<file path="src/hw/rtl/sme_pkg.sv">
`default_nettype none
// ----------------------------------------------------------------------------
// Stack machine executor package
// Shared widths, opcodes, status codes, state types and the command and
// status structs that join the controller and the datapath.
// ----------------------------------------------------------------------------
package sme_pkg;

  localparam int PC_W   = 13;
  localparam int WORD_W = 64;
  localparam int OP_W   = 5;
  localparam int LID_W  = 8;
  localparam int POS_W  = 12;
  localparam int ST_W   = 3;

  localparam int DEF_STACK_DEPTH = 64;
  localparam int DEF_HEAP_WORDS  = 1024;
  localparam int DEF_LABEL_COUNT = 256;
  localparam int DEF_CALL_DEPTH  = 16;

  typedef enum logic [OP_W-1:0] {
    OP_PUSH     = 5'd0,
    OP_DUP      = 5'd1,
    OP_SWAP     = 5'd2,
    OP_DROP     = 5'd3,
    OP_ADD      = 5'd4,
    OP_SUB      = 5'd5,
    OP_MUL      = 5'd6,
    OP_DIV      = 5'd7,
    OP_MOD      = 5'd8,
    OP_STORE    = 5'd9,
    OP_RETRIEVE = 5'd10,
    OP_LABEL    = 5'd11,
    OP_CALL     = 5'd12,
    OP_JMP      = 5'd13,
    OP_JZ       = 5'd14,
    OP_JN       = 5'd15,
    OP_RET      = 5'd16,
    OP_END      = 5'd17,
    OP_PRINTC   = 5'd18,
    OP_PRINTI   = 5'd19,
    OP_READC    = 5'd20,
    OP_READI    = 5'd21
  } op_t;

  typedef enum logic [ST_W-1:0] {
    ST_OK    = 3'd0,
    ST_UNDER = 3'd1,
    ST_OVER  = 3'd2,
    ST_DIVZ  = 3'd3,
    ST_HEAP  = 3'd4,
    ST_CALL  = 3'd5
  } status_t;

  typedef enum logic [3:0] {
    S_CLEAR, S_IDLE, S_DEC, S_RDA, S_RDB, S_EXEC, S_SWAP2, S_MDWAIT, S_HEAPRD, S_DONE
  } ctrl_state_t;

  typedef enum logic [1:0] {MS_IDLE, MS_MUL, MS_DIV, MS_FIX} md_state_t;
  typedef enum logic [1:0] {MD_MUL, MD_DIV, MD_MOD} md_op_t;

  typedef enum logic [1:0] {WA_PUSH, WA_TOP, WA_SECOND} wr_addr_t;
  typedef enum logic [2:0] {WD_IMM, WD_READ, WD_A, WD_B, WD_ALU, WD_MD, WD_HEAP} wr_data_t;
  typedef enum logic [1:0] {SP_HOLD, SP_INC, SP_DEC, SP_DEC2} sp_op_t;
  typedef enum logic [1:0] {RC_HOLD, RC_INC, RC_DEC} rc_op_t;
  typedef enum logic [1:0] {PC_INC, PC_LABEL, PC_RET, PC_PLEN} pc_sel_t;

  typedef struct packed {
    logic     in_ready;
    logic     clr_en;
    logic     rd_second;
    logic     lat_a;
    logic     lat_b;
    logic     wr_en;
    wr_addr_t wr_addr;
    wr_data_t wr_data;
    sp_op_t   sp_op;
    rc_op_t   rc_op;
    logic     pc_en;
    pc_sel_t  pc_sel;
    logic     set_status;
    status_t  status;
    logic     print_en;
    logic     md_start;
    logic     heap_wr;
    logic     label_wr;
    logic     out_load;
  } cmd_t;

  typedef struct packed {
    logic [OP_W-1:0] op;
    logic            in_valid;
    logic            sp_zero;
    logic            sp_lt2;
    logic            sp_full;
    logic            rc_zero;
    logic            rc_full;
    logic            a_zero;
    logic            a_neg;
    logic            a_heap_ok;
    logic            b_heap_ok;
    logic            md_done;
    logic            clr_done;
    logic            out_busy;
  } sts_t;

endpackage
`default_nettype wire

</file>
<file path="src/hw/rtl/sme_ctrl.sv">
`default_nettype none
// ----------------------------------------------------------------------------
// Stack machine controller
// Sequences each instruction: operand reads, checks, execution, result.
// ----------------------------------------------------------------------------
module sme_ctrl import sme_pkg::*; (
  input  wire logic clk,
  input  wire logic rst_n,
  input  wire sts_t sts,
  output cmd_t      cmd
);

  ctrl_state_t state_r, state_nxt;
  op_t         op;

  assign op = op_t'(sts.op);

  always_ff @(posedge clk) begin
    if (!rst_n) begin
      state_r <= S_CLEAR;
    end else begin
      state_r <= state_nxt;
    end
  end

  always_comb begin
    cmd       = '0;
    state_nxt = state_r;
    unique case (state_r)
      S_CLEAR: begin
        cmd.clr_en = 1'b1;
        if (sts.clr_done) begin
          state_nxt = S_IDLE;
        end
      end
      S_IDLE: begin
        cmd.in_ready = 1'b1;
        if (sts.in_valid) begin
          state_nxt = S_DEC;
        end
      end
      S_DEC: begin
        state_nxt = S_RDA;
      end
      S_RDA: begin
        cmd.lat_a = 1'b1;
        if (!sts.sp_lt2 && (op inside {OP_SWAP, OP_ADD, OP_SUB, OP_MUL, OP_DIV,
                                       OP_MOD, OP_STORE})) begin
          cmd.rd_second = 1'b1;
          state_nxt     = S_RDB;
        end else begin
          state_nxt = S_EXEC;
        end
      end
      S_RDB: begin
        cmd.lat_b = 1'b1;
        state_nxt = S_EXEC;
      end
      S_EXEC: begin
        cmd.pc_en  = 1'b1;
        cmd.pc_sel = PC_INC;
        state_nxt  = S_DONE;
        unique case (op) inside
          OP_PUSH, OP_READC, OP_READI: begin
            if (sts.sp_full) begin
              cmd.set_status = 1'b1;
              cmd.status     = ST_OVER;
            end else begin
              cmd.wr_en   = 1'b1;
              cmd.wr_addr = WA_PUSH;
              cmd.wr_data = (op == OP_PUSH) ? WD_IMM : WD_READ;
              cmd.sp_op   = SP_INC;
            end
          end
          OP_DUP: begin
            if (sts.sp_zero) begin
              cmd.set_status = 1'b1;
              cmd.status     = ST_UNDER;
            end else if (sts.sp_full) begin
              cmd.set_status = 1'b1;
              cmd.status     = ST_OVER;
            end else begin
              cmd.wr_en   = 1'b1;
              cmd.wr_addr = WA_PUSH;
              cmd.wr_data = WD_A;
              cmd.sp_op   = SP_INC;
            end
          end
          OP_SWAP: begin
            if (sts.sp_lt2) begin
              cmd.set_status = 1'b1;
              cmd.status     = ST_UNDER;
            end else begin
              cmd.wr_en   = 1'b1;
              cmd.wr_addr = WA_TOP;
              cmd.wr_data = WD_B;
              state_nxt   = S_SWAP2;
            end
          end
          OP_DROP: begin
            if (sts.sp_zero) begin
              cmd.set_status = 1'b1;
              cmd.status     = ST_UNDER;
            end else begin
              cmd.sp_op = SP_DEC;
            end
          end
          OP_ADD, OP_SUB: begin
            if (sts.sp_lt2) begin
              cmd.set_status = 1'b1;
              cmd.status     = ST_UNDER;
            end else begin
              cmd.wr_en   = 1'b1;
              cmd.wr_addr = WA_SECOND;
              cmd.wr_data = WD_ALU;
              cmd.sp_op   = SP_DEC;
            end
          end
          OP_MUL, OP_DIV, OP_MOD: begin
            if (sts.sp_lt2) begin
              cmd.set_status = 1'b1;
              cmd.status     = ST_UNDER;
            end else if (op != OP_MUL && sts.a_zero) begin
              cmd.set_status = 1'b1;
              cmd.status     = ST_DIVZ;
            end else begin
              cmd.md_start = 1'b1;
              state_nxt    = S_MDWAIT;
            end
          end
          OP_STORE: begin
            if (sts.sp_lt2) begin
              cmd.set_status = 1'b1;
              cmd.status     = ST_UNDER;
            end else if (!sts.b_heap_ok) begin
              cmd.set_status = 1'b1;
              cmd.status     = ST_HEAP;
            end else begin
              cmd.heap_wr = 1'b1;
              cmd.sp_op   = SP_DEC2;
            end
          end
          OP_RETRIEVE: begin
            if (sts.sp_zero) begin
              cmd.set_status = 1'b1;
              cmd.status     = ST_UNDER;
            end else if (!sts.a_heap_ok) begin
              cmd.set_status = 1'b1;
              cmd.status     = ST_HEAP;
            end else begin
              state_nxt = S_HEAPRD;
            end
          end
          OP_LABEL: begin
            cmd.label_wr = 1'b1;
          end
          OP_CALL: begin
            if (sts.rc_full) begin
              cmd.set_status = 1'b1;
              cmd.status     = ST_CALL;
            end else begin
              cmd.rc_op  = RC_INC;
              cmd.pc_sel = PC_LABEL;
            end
          end
          OP_JMP: begin
            cmd.pc_sel = PC_LABEL;
          end
          OP_JZ, OP_JN: begin
            if (sts.sp_zero) begin
              cmd.set_status = 1'b1;
              cmd.status     = ST_UNDER;
            end else begin
              cmd.sp_op = SP_DEC;
              if ((op == OP_JZ && sts.a_zero) || (op == OP_JN && sts.a_neg)) begin
                cmd.pc_sel = PC_LABEL;
              end
            end
          end
          OP_RET: begin
            if (sts.rc_zero) begin
              cmd.set_status = 1'b1;
              cmd.status     = ST_CALL;
            end else begin
              cmd.rc_op  = RC_DEC;
              cmd.pc_sel = PC_RET;
            end
          end
          OP_END: begin
            cmd.pc_sel = PC_PLEN;
          end
          OP_PRINTC, OP_PRINTI: begin
            if (sts.sp_zero) begin
              cmd.set_status = 1'b1;
              cmd.status     = ST_UNDER;
            end else begin
              cmd.print_en = 1'b1;
              cmd.sp_op    = SP_DEC;
            end
          end
          default: begin
          end
        endcase
      end
      S_SWAP2: begin
        cmd.wr_en   = 1'b1;
        cmd.wr_addr = WA_SECOND;
        cmd.wr_data = WD_A;
        state_nxt   = S_DONE;
      end
      S_MDWAIT: begin
        if (sts.md_done) begin
          cmd.wr_en   = 1'b1;
          cmd.wr_addr = WA_SECOND;
          cmd.wr_data = WD_MD;
          cmd.sp_op   = SP_DEC;
          state_nxt   = S_DONE;
        end
      end
      S_HEAPRD: begin
        cmd.wr_en   = 1'b1;
        cmd.wr_addr = WA_TOP;
        cmd.wr_data = WD_HEAP;
        state_nxt   = S_DONE;
      end
      S_DONE: begin
        if (!sts.out_busy) begin
          cmd.out_load = 1'b1;
          state_nxt    = S_IDLE;
        end
      end
      default: state_nxt = S_IDLE;
    endcase
  end

endmodule
`default_nettype wire

</file>
<file path="config.mk">
export PLATFORM = sky130hd
export DESIGN_NAME = sme_ctrl
export DESIGN_NICKNAME = d
export VERILOG_FILES = /design/src/hw/rtl/sme_pkg.sv /design/src/hw/rtl/sme_ctrl.sv
export SDC_FILE = /design/constraint.sdc
export NUM_CORES = 1
export LEC_CHECK = 0
export BUFFER_PORTS_ARGS = -buffer_cell sky130_fd_sc_hd__buf_2
export CORE_MARGIN = 4
export CORE_UTILIZATION = 44
export DETAILED_ROUTE_END_ITERATION = 7
export PLACE_DENSITY = 0.79
export SYNTH_ARGS = -nofsm -noshare
export SYNTH_HDL_FRONTEND = slang
export SYNTH_SLANG_ARGS = --single-unit
</file>
<file path="constraint.sdc">
create_clock -name clk -period 1.6 [get_ports clk]
set_clock_uncertainty 0.2 [all_clocks]
set_input_delay 0.24 -clock clk [delete_from_list [all_inputs] [get_ports clk]]
set_output_delay 0.24 -clock clk [all_outputs]
set_load 0.01 [all_outputs]
</file>
======== Word-level counts from Yosys, hierarchy flattened ========
Index checks and enable logic that the tools add are counted.
storage, ports and cells
  register bits ........................... 4
  input bits .............................. 20
  output and inout port bits .............. 27
  word-level logic and storage cells ...... 116
cells by class
  equality and inequality tests ........... 35
  mux-type cells .......................... 62
  reduce and logical (&&, ||, !) cells .... 18
operators with widths
  kind                                                                    count
  4-bit two-way mux                                                       19
  4-bit case mux with 9 select lines                                      2
  6-bit case mux with 4 select lines                                      2
  5-bit by 4-bit equality test with 1-bit output (second input constant)  8
  8-bit two-way mux                                                       5
  5-bit equality test (second input constant)                             6
  1-bit two-way mux                                                       21
  5-bit by 3-bit equality test with 1-bit output (second input constant)  4
  2-bit case mux with 5 select lines                                      2
  4-bit by 3-bit equality test with 1-bit output (second input constant)  4
  13-bit two-way mux                                                      1
  2-bit two-way mux                                                       6
  4-bit case mux with 3 select lines                                      1
  5-bit by 2-bit equality test with 1-bit output (second input constant)  2
  3-bit OR reduction                                                      3
  4-bit by 2-bit equality test with 1-bit output (second input constant)  2
  4-bit equality test (second input constant)                             2
  2-bit != test (second input constant)                                   4
  2-bit case mux with 2 select lines                                      2
  2-bit OR reduction                                                      4
  7-bit nonzero test                                                      1
  6-bit two-way mux                                                       1
  5-bit by 1-bit equality test with 1-bit output (second input constant)  1
  5-bit zero test                                                         1
  other kinds (8)                                                         11

======== Depth between registers and ports, before layout ========
Gate-level depths: netlist of the first run.
  depth after elaboration ................. 7
  mapped depth ............................ 7
  gate-level depth less buffers ........... 5

======== Worst setup path before layout of the first run ========
OpenSTA, ideal clock, no wires.
  path type ............................... flip-flop to output port
  start point ............................. reg state_r[2]
  end point ............................... out cmd[13] (netlist name)
  arrival time ............................ 1.349 ns
  data required time ...................... 1.160 ns
  path slack .............................. -0.189 ns
  stages on the path, launching flop included .. 6
  path buffers ............................ 0
  path through ............................ dfxtp_1 nor2b_1 nand2_2 inv_2 nand2_1 nor4_1
RTL lines
  what                    RTL line        RTL
  start, declared         sme_ctrl.sv:13  ctrl_state_t state_r, state_nxt;
  start signal, assigned  sme_ctrl.sv:22  state_r <= state_nxt;
  end, declared           sme_ctrl.sv:10  output cmd_t cmd

==> summary.md, run 1 <==
| Metric | Value |
|---|---|
| Status | finished, violations left |
| Failing checks | negative setup slack |
| First-pass iteration count of the detailed router | 7 |
| Final Util | 0.907 |
| Synth top area cells | a21oi_1 (6.9%), dfxtp_1 (6.9%), nor2_1 (6.5%), nor3_1 (5.2%), nand2_1 (4.9%) |
| P&R area growth vs syn | 95.7% |
| R2R Setup Slk | -0.08 ns |
| Clock buffer count from CTS | 3 |
| Post-DP HPWL | 3690 um |
| Syn Inst Count | 188 |
| Worst reg2reg path startpoint | state_r[3] |
| CP max FO | 6 |
| # hold bufs at CTS | 0 |
| Nets@finish | 310 |
| YS warnings | 0 |
| Required time worst endpoint | 1.16 ns |
| Initial Utilization | 0.463 |
| All-layer global routing usage | 0.286 |
| Min-delay worst type | in2reg |
| CP startpoint kind | input pin |
| Die H | 59.3 um |
| Core Box Area | 2500 um^2 |
| Leak Pwr | 1.06 nW |
| Mean post-synth cell area | 6.16 um^2 |
| Slew headroom | 0.724 |
| Initial antenna violation count | 0 |
| I/O pin count | 47 |
| # diodes | 0 |
| Final setup viols | 30 |
| Setup crit end kind | primary output |
| Die area | 3520 um^2 |
| Hold path startpoint | rst_n |
| Largest net degree at the start of global routing | 17 |
| IR drop worst, VDD | 574 uV |
| Post-route setup slack | -0.401 ns |
| Number of routed nets with antenna violations | 0 |
| TNS Setup | -6.94 ns |
| Vias in the first global route | 1722 |
| Clk_lat worst skew | 0.25 ns |
| # port buffers | 46 |
| Clk buf depth | 2 |
| Top post-synthesis cells by count | nor2_1 (20), a21oi_1 (16), nand2_1 (15) |
| Post-synthesis register bit count | 4 |
| Average wire per standard cell | 21.8 um |
| Yosys top cell by area | a21oi_1 |
| Initial DRC Count | 260 |
| Least-Margin Pin Slew | 0.410 ns |
| Synth unique cells | 56 |
| Final period util | 1.25 |
| Via density per instance | 6.79 |
| Final hold slack | 0.0438 ns |
| PD cells | 378 nW/um^2 |
| Worst path arrival time | 1.56 ns |
| Most numerous cell in the Yosys netlist | nor2_1 |
| Final min period | 2.00 ns |
| Placement Setup Slack | -0.340 ns |
| Die width | 59.3 um |
| Setup CP Type | in2out |
| Via count | 2159 |
| Row count | 18 |
| Async SR Flop Fraction | 0 |
| Final wirelength | 6930 um |
| Largest registers | state_r (4) |
| Mapped Area | 1160 um^2 |
| Worst-path clk slew | 0.04 ns |
| Placement Cell Area | 1890 um^2 |
| RSZ-0062 raised after global routing | yes |
| GPL Wtd Cong | 0.961 |
| Number of remaining DRC errors | 0 |
| Hold Fails Final Rpt | 0 |
| Wire length of the first global-routing pass | 7850 um |
| Syn Nets | 208 |
| Fraction of layout cells with a size suffix above 1 | 0.576 |
| Final Max Tran Viols | 0 |
| Fmax achieved | 500 MHz |
| Max-cap viol count | 0 |
| Clk root buf | clkbuf_4 |
| CTS tree | done |
| Top-area cell type share of the netlist area | 0.0691 |
| Seq/Total Area, Yosys | 0.0691 |
| Number of flops mapped to enable cells by yosys | 0 |
| Area of the multi-input gates | 1230 um^2 |
| Most flops, register | state_r |
| Htree depth | 1 |
| Clk sinks | 4 |
| Largest register FFs | 4 |
| Most used DFF post-synth | dfxtp_1 |
| CP startpoint | sts[16] |
| Fin area | 2270 um^2 |
| Area occupied by registers | 83.8 um^2 |
| Fill cell count | 115 |
| Total congestion overflow | 0 |
worst paths after layout:
| kind | end | cells after the start |
|---|---|---|
| worst max-delay path | cmd[5] | 8 |
| worst min register to register | state_r[3] | 3 |
| worst max register to register | state_r[3] | 5 |
| worst min-delay path | state_r[2] | 2 |
cells by family after synthesis:
group	count (synthesis)	share of synthesized area
AOI/OAI and AO/OA	60	0.338
muxes	3	0.0270
DFF	4	0.0691
xor gates and xnor gates	1	0.00756
and+or+nand+nor	98	0.472
buffers and inverters	22	0.0864
final cells by class:
type / instances / share of cell area
flip-flops and latches: 4 / 0.0370
clock buffers: 3 / 0.00993
well taps: 30 / 0.0166
multi-input cells: 162 / 0.544
repair buffers: 113 / 0.379
inverters: 6 / 0.0132
metrics by stage:
step / std cells / power, mW
after floorplan: 188 / 0.380
after global placement: 304 / 0.559
after detailed placement: 304 / 0.567
after CTS: 311 / 0.738
after global routing: 318 / 0.884
final: 318 / 0.858
placed cells by master (no fill, tap or decap), drive strengths merged, types with 2 or more instances in the layout:
cell	instances
mux2i	2
a21oi	17
nor2	20
nor3b	2
o21ai	14
clkbuf	5
and3b	2
nand2	16
o31a	2
nor3	14
a31oi	6
inv	6
o21a	2
or3	2
nor2b	7
buf	111
nand3b	4
a211oi	2
o311a	2
nand2b	8
nand4	3
o31ai	2
dfxtp	4
nor4	4
nand3	7
a21o	2
per-layer routing:
metal | up-vias | global-route usage | share of wire
li1 | 911 | - | -
met1 | 990 | 0.358 | 0.35
met2 | 187 | 0.502 | 0.48
met3 | 71 | 0.0261 | 0.099
met4 | 0 | 0.100 | 0.074
met5 | - | 0 | 0
worst max-delay path: stages:
cell and delay, ns:
buf_12 0.11, buf_4 0.14, o21ai_0 0.29, o31ai_2 0.16, nor3b_2 0.25, nor3_2 0.10
a21oi_2 0.14, buf_2 0.14
power breakdown:
part | switching, mW | internal (mW) | total [mW] | leakage (nW)
Combinational | 0.313 | 0.283 | 0.596 | 1.01
Clock | 0.0551 | 0.0848 | 0.140 | 0.0138
Sequential | 0.0123 | 0.109 | 0.122 | 0.0339
Total | 0.380 | 0.477 | 0.858 | 1.06
what timing repair did:
action                     in CTS  in global routing
buffers inserted                4                  5
gates cloned                    0                  2
gates resized for setup        23                 33
setup endpoints to repair      30                 31
pin swaps                       7                  9
Power figures use the tool's default switching activity.
==> run 2, diff against run 1 <==
--- a/config.mk
+++ b/config.mk
@@ -5,9 +5,10 @@
 export SDC_FILE = /design/constraint.sdc
 export NUM_CORES = 1
 export LEC_CHECK = 0
+export ABC_AREA = 1
 export BUFFER_PORTS_ARGS = -buffer_cell sky130_fd_sc_hd__buf_2
 export CORE_MARGIN = 4
-export CORE_UTILIZATION = 44
+export CORE_UTILIZATION = 43
 export DETAILED_ROUTE_END_ITERATION = 7
 export PLACE_DENSITY = 0.79
 export SYNTH_ARGS = -nofsm -noshare
==> summary.md, run 2 <==
| Metric | Value |
|---|---|
| Status | stopped before the end |
| Last step reached | global routing (5_1_grt) |
| Error | [ERROR DPL-0038] Utilization greater than 100%, impossible to legalize |
| Grt repair worst endpoint | cmd[10] |
| Yosys top cell by area | nand2_1 |
| Clock buffer count from CTS | 3 (unchanged) |
| Clk buf depth | 2 (unchanged) |
| Syn Nets | 217 (+4.3%) |
| Async SR Flop Fraction | 0 (unchanged) |
| Clk root buf | clkbuf_4 |
| Mean post-synth cell area | 5.35 um^2 (-13%) |
| Die width | 57.5 um (-3.0%) |
| Most used DFF post-synth | dfxtp_1 |
| Synth unique cells | 27 (-52%) |
| Top post-synthesis cells by count | nand2_1 (46), inv_1 (31), nand3_1 (26) |
| Syn Inst Count | 197 (+4.8%) |
| Row count | 17 (-1) |
| Seq/Total Area, Yosys | 0.0759 (+0.00680) |
| Post-synthesis register bit count | 4 (unchanged) |
| Die H | 57.5 um (-3.0%) |
| Htree depth | 1 (unchanged) |
| Post-DP HPWL | 2920 um (-21%) |
| # hold bufs at CTS | 0 (unchanged) |
| Synth top area cells | nand2_1 (16%), nand3_1 (12%), inv_1 (11%), dfxtp_1 (7.6%), nor2_1 (7.5%) |
| Top-area cell type share of the netlist area | 0.164 (+0.0946) |
| # port buffers | 46 (unchanged) |
| Largest net degree at the start of global routing | 10 |
| WEP type | primary output |
| GPL Wtd Cong | 0.915 (-4.9%) |
| YS warnings | 0 (unchanged) |
| I/O pin count | 47 (unchanged) |
| Most numerous cell in the Yosys netlist | nand2_1 |
| Clk sinks | 4 (unchanged) |
| Number of flops mapped to enable cells by yosys | 0 (unchanged) |
| Mapped Area | 1050 um^2 (-9.0%) |
| Initial Utilization | 0.463 (about the same) |
==> run 2: cell count changes after synthesis, sizes merged, moves of 4 or more <==
cell	change
inv	+30
a31oi	-4
nor2	+8
o21ai	-4
nand2	+34
buf	-11
nand3	+24
nand2b	-8
nand3b	-4
a21oi	-14
nor2b	-7
==> run 2: logic make-up after synthesis <==
family	after synthesis	synth area share
DFF	4	0.0759
AOI/OAI and AO/OA	19	0.112
and+or+nand+nor	133	0.645
buffers and inverters	41	0.167
==> run 2: timing repair <==
action                     CTS
cloned                       1
setup endpoints to repair   27
buffers inserted            17
pin swaps                   21
resized for setup           60
==> run 2: through the flow <==
step	worst slack, ns	instance area, um^2	utilization	instances	setup TNS, ns
after global placement	-0.217	1580	0.694	300	-2.77
after CTS	-0.195	1960	0.860	321	-4.08
after floorplan	-0.0162	1110	-	197	-0.0663
after detailed placement	-0.279	1580	0.694	300	-2.96
==> run 3, diff against run 2 <==
--- a/config.mk
+++ b/config.mk
@@ -7,10 +7,10 @@
 export LEC_CHECK = 0
 export ABC_AREA = 1
 export BUFFER_PORTS_ARGS = -buffer_cell sky130_fd_sc_hd__buf_2
-export CORE_MARGIN = 4
-export CORE_UTILIZATION = 43
+export CORE_AREA = 4 4 65 67
 export DETAILED_ROUTE_END_ITERATION = 7
-export PLACE_DENSITY = 0.79
+export DIE_AREA = 0 0 69 71
+export PLACE_DENSITY_LB_ADDON = 0.15
 export SYNTH_ARGS = -nofsm -noshare
 export SYNTH_HDL_FRONTEND = slang
 export SYNTH_SLANG_ARGS = --single-unit
==> constraint.sdc (replaced) <==
create_clock -name clk -period 2.1 [get_ports clk]
set_clock_uncertainty 0.2 [all_clocks]
set_input_delay 0.315 -clock clk [delete_from_list [all_inputs] [get_ports clk]]
set_output_delay 0.315 -clock clk [all_outputs]
set_load 0.01 [all_outputs]
==> summary.md, run 3 <==
| Metric | Value |
|---|---|
| Mean post-synth cell area | 5.35 um^2 (unchanged) |
| Clock buffer count from CTS | 3 (unchanged) |
| Hold Fails Final Rpt | 0 |
| Row count | 22 (+5) |
| Setup CP Type | in2out |
| Most numerous cell in the Yosys netlist | nand2_1 |
| Die width | 69 um (+20%) |
| Syn Inst Count | 197 (unchanged) |
| Hold path startpoint | rst_n |
| Most common cell on crit path | nor2_1 |
| Largest net degree at the start of global routing | 15 |
| CP max FO | 6 |
| Vias in the first global route | 1281 |
| Post-DP HPWL | 2880 um (-1.5%) |
| R2R Setup Slk | 0.42 ns |
| Async SR Flop Fraction | 0 (unchanged) |
| Final wirelength | 3440 um |
| CP top delay family | simple AND/OR/NAND/NOR gates |
| IR drop worst, VDD | 128 uV |
| Nets@finish | 271 |
| Synth unique cells | 27 (unchanged) |
| R2R Path End | state_r[3] |
| Clk sinks | 4 (unchanged) |
| Fin area | 1500 um^2 |
| CP startpoint | sts[16] |
| Clk buf depth | 2 (unchanged) |
| Top post-synthesis cells by count | nand2_1 (46), inv_1 (31), nand3_1 (26) |
| Htree depth | 1 (unchanged) |
| Clock network power share | 0.242 |
| Number of routed nets with antenna violations | 0 |
| Post-route setup slack | 0.111 ns |
| CTS tree | done |
| YS warnings | 0 (unchanged) |
| Status | complete, no violations |
| I/O pin count | 47 (unchanged) |
| Seq/Total Area, Yosys | 0.0759 (unchanged) |
| Critical-path cell list | clkbuf_4, nor2_1, buf_4, nand2_2, nor2_2, nand2_1, nand3_1, nor3_2, nor2_1, buf_2 |
| Max-cap viol count | 0 |
| WP buf/inv | 3 |
| Die area | 4900 um^2 |
| Average wire per standard cell | 11.6 um |
| First-pass iteration count of the detailed router | 4 |
| Fill cell count | 424 |
| Initial antenna violation count | 0 |
| Post-synthesis register bit count | 4 (unchanged) |
| Leak Pwr | 0.802 nW |
| Final Max Tran Viols | 0 |
| Top-area cell type share of the netlist area | 0.164 (unchanged) |
| Yosys top cell by area | nand2_1 |
| Via density per instance | 4.80 |
| All-layer global routing usage | 0.136 |
| RSZ-0062 raised after global routing | yes |
| Slew headroom | 0.759 |
| Largest register FFs | 4 |
| Placement Setup Slack | 0.0710 ns (+0.350 ns) |
| Final setup viols | 0 |
| Mapped Area | 1050 um^2 (unchanged) |
| Proportion of power drawn by flip-flops and latches | 0.169 |
| Min-delay worst type | in2reg |
| CP startpoint kind | input pin |
| Clk_lat worst skew | 0.22 ns |
| Largest registers | state_r (4) |
| Core Box Area | 3630 um^2 |
| Hold Crit Depth | 3 |
| Fraction of layout cells with a size suffix above 1 | 0.410 |
| Via count | 1427 |
| Die H | 71 um (+23%) |
| # hold bufs at CTS | 0 (unchanged) |
| Initial Utilization | 0.290 (-0.173) |
| Clk root buf | clkbuf_8 |
| Placement Cell Area | 1340 um^2 (-15%) |
| Commonest non-fill, non-tap cells in the layout | nand2_1 (42), buf_2 (42), inv_1 (28), nand3_1 (23), nor2_1 (19) |
| Number of flops mapped to enable cells by yosys | 0 (unchanged) |
| CP max stage delay | 0.16 ns |
| Initial DRC Count | 37 |
| Hold Path Sink | state_r[2] |
| Internal | 0.355 mW |
| Wire length of the first global-routing pass | 5800 um |
| Total congestion overflow | 0 |
| Final period util | 0.947 |
| Net Switching | 0.321 mW |
| Setup crit end kind | primary output |
| Fmax achieved | 503 MHz |
| Number of remaining DRC errors | 0 |
| Final min period | 1.99 ns |
| # diodes | 0 |
| Worst reg2reg path startpoint | state_r[0] |
| Worst path arrival time | 1.47 ns |
| P&R area growth vs syn | 42.1% |
| PD cells | 451 nW/um^2 |
| Worst-case reg-to-reg path depth | 9 |
| Switching Fraction | 0.475 |
| GPL Wtd Cong | 0.834 (-8.8%) |
| Combinational power share | 0.589 |
| Slowest library cell on the worst path | nor2_2 |
| # port buffers | 46 (unchanged) |
| Most flops, register | state_r |
| Required time worst endpoint | 1.58 ns |
| Least-Margin Pin Slew | 0.358 ns |
| Worst-path clk slew | 0.04 ns |
| Synth top area cells | nand2_1 (16%), nand3_1 (12%), inv_1 (11%), dfxtp_1 (7.6%), nor2_1 (7.5%) |
| Syn Nets | 217 (unchanged) |
| Most used DFF post-synth | dfxtp_1 |
==> run 3: tightest hold or removal path, cell delays in order <==
cell     delay (ns)
buf_2          0.10
nand2_1        0.05
inv_1          0.04
==> run 3: area by class of cell <==
class                           instances  area [um^2]  area share
Multi-Input combinational cell        152          886       0.591
Tap cell                               48         60.1      0.0401
Clock buffer                            3         41.3      0.0275
Inverter                               38          145      0.0968
Sequential cell                         4         81.3      0.0543
Timing Repair Buffer                   52          285       0.190
==> run 3: what timing repair did <==
| action | in CTS | in global routing |
|---|---|---|
| pin swaps | 0 | 6 |
| buffers inserted | 0 | 2 |
| resized for setup | 1 | 30 |
| endpoints found under the setup margin | 1 | 13 |
==> run 3: per-layer routing <==
layer | track usage | routed length (um) | up-vias
met5 | 0 | 0 | -
li1 | - | - | 755
met3 | 0.0227 | 187 | 0
met2 | 0.212 | 1570 | 33
met1 | 0.197 | 1680 | 639
met4 | 0.0260 | 0 | 0
==> run 3: worst max-delay path by stage <==
stage | cells after the start | slack (ns) | to
after floorplan | 5 | 0.11 | cmd[10]
after global placement | 10 | 0.08 | cmd[8]
after detailed placement | 10 | 0.07 | cmd[8]
after CTS | 6 | 0.009 | cmd[10]
after global routing | 10 | -0.05 | cmd[8]
final | 10 | 0.11 | cmd[8]
==> run 3: logic make-up (layout without fill, tap and decap cells) <==
group,count (synthesis),count (layout),synth area share
simple gates,133,133,0.645
buf+inv,41,93,0.167
compound gates,19,19,0.112
flops,4,4,0.0759
==> run 3: stage by stage <==
| stage | TNS (ns) | hold slack [ns] | power, mW | cells | util |
|---|---|---|---|---|---|
| after global placement | 0 | 0.343 | 0.485 | 292 | 0.369 |
| after global routing | -0.0633 | 0.139 | 0.738 | 297 | 0.413 |
| after CTS | 0 | 0.113 | 0.649 | 295 | 0.381 |
| after floorplan | 0 | 0.213 | 0.363 | 197 | - |
| after detailed placement | 0 | 0.339 | 0.480 | 292 | 0.369 |
| final | 0 | 0.117 | 0.676 | 297 | 0.413 |
==> run 3: power by group through the flow <==
| stage | sequential (mW) | combinational, mW | clock (mW) |
|---|---|---|---|
| after CTS | 0.111 | 0.369 | 0.168 |
| after floorplan | 0.108 | 0.255 | 0 |
| after global placement | 0.113 | 0.372 | 0 |
| final | 0.114 | 0.398 | 0.164 |
| after detailed placement | 0.112 | 0.368 | 0 |
| after global routing | 0.117 | 0.446 | 0.175 |
